**config.mk**
```make
export PLATFORM = sky130hd
export DESIGN_NAME = hrh_ctrl
export DESIGN_NICKNAME = d
export VERILOG_FILES = /design/src/hdl/hrh_pkg.sv /design/src/hdl/hrh_ctrl.sv
export SDC_FILE = /design/constraint.sdc
export NUM_CORES = 1
export LEC_CHECK = 0
export ABC_AREA = 1
export BUFFER_PORTS_ARGS = -buffer_cell sky130_fd_sc_hd__buf_2
export CAP_MARGIN = 30
export CORE_AREA = 4 4 41 43
export CTS_BUF_LIST = sky130_fd_sc_hd__clkbuf_8
export DETAILED_ROUTE_END_ITERATION = 8
export DIE_AREA = 0 0 45 47
export PLACE_DENSITY = 0.66
export SLEW_MARGIN = 20
export SYNTH_ARGS = -nofsm -noshare
export SYNTH_HDL_FRONTEND = slang
export SYNTH_SLANG_ARGS = --single-unit
```
**constraint.sdc**
```tcl
create_clock -name clk -period 1.7 [get_ports clk]
set_input_delay 0.34 -clock clk [delete_from_list [all_inputs] [get_ports clk]]
set_output_delay 0.34 -clock clk [all_outputs]
set_load 0.02 [all_outputs]
```
**src/hdl/hrh_pkg.sv**
```systemverilog
package hrh_pkg;

  // Defaults for the top-level parameters
  localparam int MAX_RUN_DEF    = 32;
  localparam int COUNT_BITS_DEF = 32;

  // Fixed field widths
  localparam int MODE_W   = 2;
  localparam int SYM_W    = 8;
  localparam int WEIGHT_W = 16;
  localparam int QRUN_W   = 6;
  localparam int OUT_W    = 32;
  localparam int FRAC_W   = 17;
  localparam int Q_BITS   = 16;
  localparam int DIV_CW   = $clog2(Q_BITS);

  // Word modes
  localparam logic [MODE_W-1:0] MODE_PUSH  = 2'd0;
  localparam logic [MODE_W-1:0] MODE_READ  = 2'd1;
  localparam logic [MODE_W-1:0] MODE_CLEAR = 2'd2;

  // Bin store address sources
  localparam logic [1:0] ADDR_A   = 2'd0;
  localparam logic [1:0] ADDR_B   = 2'd1;
  localparam logic [1:0] ADDR_Q   = 2'd2;
  localparam logic [1:0] ADDR_CLR = 2'd3;

  // Commands from the controller to the datapath
  typedef struct packed {
    logic       load;
    logic       push;
    logic       rd_en;
    logic       wr_bin;
    logic       clr_start;
    logic       clr_step;
    logic       rq_load;
    logic       div_step;
    logic [1:0] addr_sel;
  } hrh_cmd_t;

  // Status from the datapath to the controller
  typedef struct packed {
    logic close_a;
    logic close_b;
    logic pend_b;
    logic trivial;
    logic clr_done;
    logic div_done;
  } hrh_stat_t;

endpackage

```
**src/hdl/hrh_ctrl.sv**
```systemverilog
module hrh_ctrl
  import hrh_pkg::*;
(
  input  logic              clk,
  input  logic              rst_n,
  input  logic              start,
  input  logic [MODE_W-1:0] in_mode,
  input  hrh_stat_t         stat,
  output hrh_cmd_t          cmd,
  output logic              busy,
  output logic              out_valid
);

  localparam logic [3:0] S_IDLE = 4'd0;
  localparam logic [3:0] S_PUSH = 4'd1;
  localparam logic [3:0] S_RDA  = 4'd2;
  localparam logic [3:0] S_WRA  = 4'd3;
  localparam logic [3:0] S_RDB  = 4'd4;
  localparam logic [3:0] S_WRB  = 4'd5;
  localparam logic [3:0] S_RQ   = 4'd6;
  localparam logic [3:0] S_RQD  = 4'd7;
  localparam logic [3:0] S_DIV  = 4'd8;
  localparam logic [3:0] S_OUT  = 4'd9;
  localparam logic [3:0] S_CLR  = 4'd10;

  logic [3:0] state_r;
  logic [3:0] state_nxt;

  // Leave reset through a clearing pass over the bin store
  always_ff @(posedge clk) begin
    if (!rst_n) begin
      state_r <= S_CLR;
    end else begin
      state_r <= state_nxt;
    end
  end

  // Decode the state into datapath commands
  always_comb begin
    state_nxt = state_r;
    cmd       = '0;
    unique case (state_r)
      S_IDLE: begin
        if (start) begin
          cmd.load = 1'b1;
          unique case (in_mode)
            MODE_PUSH:  state_nxt = S_PUSH;
            MODE_READ:  state_nxt = S_RQ;
            MODE_CLEAR: begin
              cmd.clr_start = 1'b1;
              state_nxt     = S_CLR;
            end
            default:    state_nxt = S_IDLE;
          endcase
        end
      end
      S_PUSH: begin
        cmd.push = 1'b1;
        if (stat.close_a) begin
          state_nxt = S_RDA;
        end else if (stat.close_b) begin
          state_nxt = S_RDB;
        end else begin
          state_nxt = S_IDLE;
        end
      end
      S_RDA: begin
        cmd.rd_en    = 1'b1;
        cmd.addr_sel = ADDR_A;
        state_nxt    = S_WRA;
      end
      S_WRA: begin
        cmd.wr_bin   = 1'b1;
        cmd.addr_sel = ADDR_A;
        state_nxt    = stat.pend_b ? S_RDB : S_IDLE;
      end
      S_RDB: begin
        cmd.rd_en    = 1'b1;
        cmd.addr_sel = ADDR_B;
        state_nxt    = S_WRB;
      end
      S_WRB: begin
        cmd.wr_bin   = 1'b1;
        cmd.addr_sel = ADDR_B;
        state_nxt    = S_IDLE;
      end
      S_RQ: begin
        cmd.rd_en    = 1'b1;
        cmd.addr_sel = ADDR_Q;
        state_nxt    = S_RQD;
      end
      S_RQD: begin
        cmd.rq_load = 1'b1;
        state_nxt   = stat.trivial ? S_OUT : S_DIV;
      end
      S_DIV: begin
        cmd.div_step = 1'b1;
        state_nxt    = stat.div_done ? S_OUT : S_DIV;
      end
      S_OUT: begin
        state_nxt = S_IDLE;
      end
      S_CLR: begin
        cmd.clr_step = 1'b1;
        cmd.addr_sel = ADDR_CLR;
        state_nxt    = stat.clr_done ? S_IDLE : S_CLR;
      end
      default: begin
        state_nxt = S_IDLE;
      end
    endcase
  end

  assign busy      = (state_r != S_IDLE);
  assign out_valid = (state_r == S_OUT);

endmodule

```
# Yosys cells after proc, flatten, opt, wreduce, memory -nomap -nowiden
# Index checks and enable logic that the tools add are counted.
[op_classes] n_mux=21 n_eq_ne=13 n_reduce_logical=6
[ops] operator="$pmux W4 S9" count=1
[ops] operator="$eq A4 B3 Y1 const B" count=4
[ops] operator="$mux W1" count=13
[ops] operator="$eq A4 B4 Y1 const B" count=3
[ops] operator="$mux W4" count=3
[ops] operator="$pmux W4 S3" count=1
[ops] operator="$eq A4 B2 Y1 const B" count=2
[ops] operator="$mux W3" count=2
[ops] operator="$pmux W2 S3" count=1
[ops] operator="$eq A4 B1 Y1 const B" count=1
[ops] operator="$logic_not A4 Y1" count=1
[ops] operator="$reduce_bool A4 Y1" count=1
[ops] operator="$reduce_or A2 Y1" count=2
[ops] operator="$reduce_or A3 Y1" count=1
[ops] operator="$eq A2 B1 Y1 const B" count=1
[ops] operator="$eq A2 B2 Y1 const B" count=1
[ops] operator="$logic_not A2 Y1" count=1
[ops] operator="$ne A2 B2 Y1 const B" count=1
[word_totals] regBits=4 word_cells=41 out_inout_bits=12

# Depth between registers and ports, before layout
[logic_depth] ltp_word=4 depth_mapped=8

# Least setup slack after synthesis
# Ideal clock, no wire load.
[synth_timing] path_kind="flip-flop to output port" startpoint="reg state_r[2]" endpoint="out cmd[5] (netlist name)" arrival_ns=0.958 path_slack_ns=0.402 path_stages_with_launch=4 path_cell_list="dfxtp_1 > nor2_4 > nand2_2 > nor2_1"
[synth_rtl] element="start, declared" line="hrh_ctrl.sv:26" rtl="logic [3:0] state_r;"
[synth_rtl] element="start signal, assigned" line="hrh_ctrl.sv:34" rtl="state_r <= state_nxt;"
[synth_rtl] element="end, declared" line="hrh_ctrl.sv:9" rtl="output hrh_cmd_t cmd,"

==> key figures <==
Pwr
  – Max VDD drop: 0.000433 V
  – P_leak: 0.394 nW
  – Clock share of power: 0.263
  – Switching Power: 355 µW
  – Total Power: ~760 µW
  – P per Cell Area: 1220 nW/µm²
  – Switching share of power: 0.469
  – Logic pwr share: 0.529
  – Sequential share of power: 0.208
  – Pint: 401 µW

Run
  – Max Cap Violations: 0

Detailed routing
  – DR iter-0 viols: 5
  – Met2 wire length: 502 µm
  – Pre-Repair DR Iteration Count: 4
  – Met1 WL: 517 µm
  – WL/cell: 9.44 µm
  – Max Used Layer: met4
  – Vias: approximately 540
  – Met3 routed WL: 107 µm
  – Post-Route WL: 1130 µm
  – Remaining antenna violation count: 0
  – # DRC: 0
  – Vias per cell: 4.52

Logic synthesis
  – Area leader, netlist: nand2_1
  – Cells after synthesis: 80
  – Async SR Flop Fraction: 0
  – Post-synth EDFFs: 0
  – Synth area leaders: nand2_1, dfxtp_1, ha_1, inv_1, nor2_1
  – Yosys reg bits: 4
  – Top post-synthesis cells by count: nand2_1, inv_1, nor2_1, nand3_1
  – Synth unique cells: 14
  – Main synth FF type: dfxtp_1
  – Syn. warnings: 0
  – Count leader, synth: nand2_1
  – Post-synthesis cell area: 450 µm²
  – Share of the yosys chip area belonging to registers: 0.178
  – Top-area cell type share of the netlist area: 0.200
  – Syn Nets: 95
  – Syn avg cell area: 5.63 µm²

Die
  – Core area: 1300 µm²
  – # rows: 13
  – DIE AREA: between 2000 and 2500 µm²
  – Die height: 47 µm
  – Die width: 45 µm
  – Starting Density: 0.346
  – Boundary pin count: 23

Clock network
  – Clock sink count: 4
  – CTS Buffer Depth: 2
  – Cts repair resizes: 0
  – Root Buffer: clkbuf_8
  – H-Tree Depth: 1
  – CTS buffer count: 3
  – Worst skew pair latency: 220 ps
  – Hold_buf cts: 0
  – Post-CTS Setup Inserts: 0
  – CTS clk-pin slew, worst paths: 30 ps
  – CTS tree: built

Timing
  – Fin crit share: 0.891
  – Fin. Hold Viols: 0
  – FMAX: around 660 MHz
  – Setup violations, final: 0
  – Worst setup margin: 185 ps
  – Worst hold margin: roughly 310 ps
  – Setup TNS: 0 ps
  – Unrepaired setup endpoints after global routing: no
  – Least-Margin Pin Slew: 258 ps
  – Fin. max-slew vios: 0
  – Slew HR: 0.828
  – Clk_skew: 5.11 ps
  – Minimum clock period: 1520 ps

Setup path
  – Crit path arrival time: around 1200 ps
  – Buf/Inv on CP: 2
  – Slowest CP cell: dfxtp_1
  – Startpoint types: flop
  – Crit path cell chain: inv_2 > nand2_1 > o22ai_1 > buf_2
  – Data required, critical path: 1360 ps
  – Slowest stage delay, CP: 450 ps
  – Crit Path Category: reg2out
  – Delay-heaviest family, CP: flip-flops
  – CP Capture Type: primary output
  – Worst-path fanout max: 4

Place
  – Post-Place Cells: 117
  – DP HPWL: 958 µm
  – Worst slack at placement: roughly 350 ps
  – Port buffer count: 22
  – Gpl congestion: 0.789

Global route
  – Global route overflow: 0
  – Gr usage total: 0.123
  – Vias in the first global route: 467
  – Initial antenna violation count: 0
  – First-pass GRT wire length: between 1500 and 2000 µm
  – Largest net degree at the start of global routing: 7

Layout
  – Antenna fix cells: 0
  – Biggest register: state_r
  – Area growth, synth to finish: 37.8%
  – Nets: between 100 and 150
  – Max reg flops: 4
  – Final non-filler cell total: 120
  – Filler cell count: between 150 and 200
  – Sequential Area: 80.1 µm²
  – Largest regs: state_r: 4 flops
  – Share of cells above drive strength 1: 0.333
  – Area taken by multi-input logic gates: 310 µm²

Status
  – Outcome: finished clean

Min path
  – Path type of the worst min-delay path: in2reg
-- worst paths after layout --
check | start | endpoint | slack, ps | depth (start not counted)
worst max-delay path | state_r[3]$_SDFFE_PN1P_ | cmd[6] | 180 | 4
worst max register to register | state_r[3]$_SDFFE_PN1P_ | state_r[3]$_SDFFE_PN1P_ | 550 | 7
worst min register to register | state_r[3]$_SDFFE_PN1P_ | state_r[1]$_SDFFE_PN1P_ | 730 | 5
worst min-delay path | rst_n | state_r[1]$_SDFFE_PN1P_ | 310 | 2
-- logic make-up (layout without fill, tap and decap cells) --
| group | Yosys count | after routing | share of synthesized area |
|---|---|---|---|
| AND/OR/NAND/NOR | 51 | 51 | 0.517 |
| buffers and inverters | 16 | 41 | 0.133 |
| AO/OA/AOI/OAI | 5 | 5 | 0.0611 |
| adder cells (fa/ha/maj) | 4 | 4 | 0.111 |
| flip-flops | 4 | 4 | 0.178 |
-- stage by stage --
step                       util  cell area (µm²)
after floorplan               -              450
after global placement    0.445              579
after detailed placement  0.445              579
after CTS                 0.477              621
after global routing      0.477              621
final                     0.477              621
-- worst register-to-register path: cells and delay by family, from the launching register on --
family | cells | cell delay, ps
DFF | 1 | 450
buffers and inverters | 1 | 90
and+or+nand+nor | 6 | 500
-- power groups by stage --
stage	registers (mW)	clock network [mW]	logic, mW
after floorplan	0.151	0	0.295
after global placement	0.158	0	0.402
after detailed placement	0.158	0	0.404
after CTS	0.157	0.203	0.405
after global routing	0.161	0.208	0.450
final	0.157	0.199	0.400
-- cell type report --
cell class	instances	share of cell area
inverters	16	0.0968
flip-flops and latches	4	0.129
repair buffers	22	0.177
clock buffers	3	0.0665
multi-input cells	60	0.500
well taps	15	0.0302
-- placed cells by master (no fill, tap or decap), drive strengths merged --
cell type,Yosys,layout
a21oi,1,1
clkbuf,0,3
nand2,26,26
o22ai,2,2
inv,16,16
nand3,7,7
buf,0,22
o21ai,2,2
nor2,18,18
dfxtp,4,4
ha,4,4
-- metal layers --
layer	up-vias	global-route usage
met4	0	0.0351
met2	24	0.201
met5	-	0
met1	226	0.145
li1	290	-
met3	2	0.0575
No activity file was read; power rests on OpenSTA's default activity.
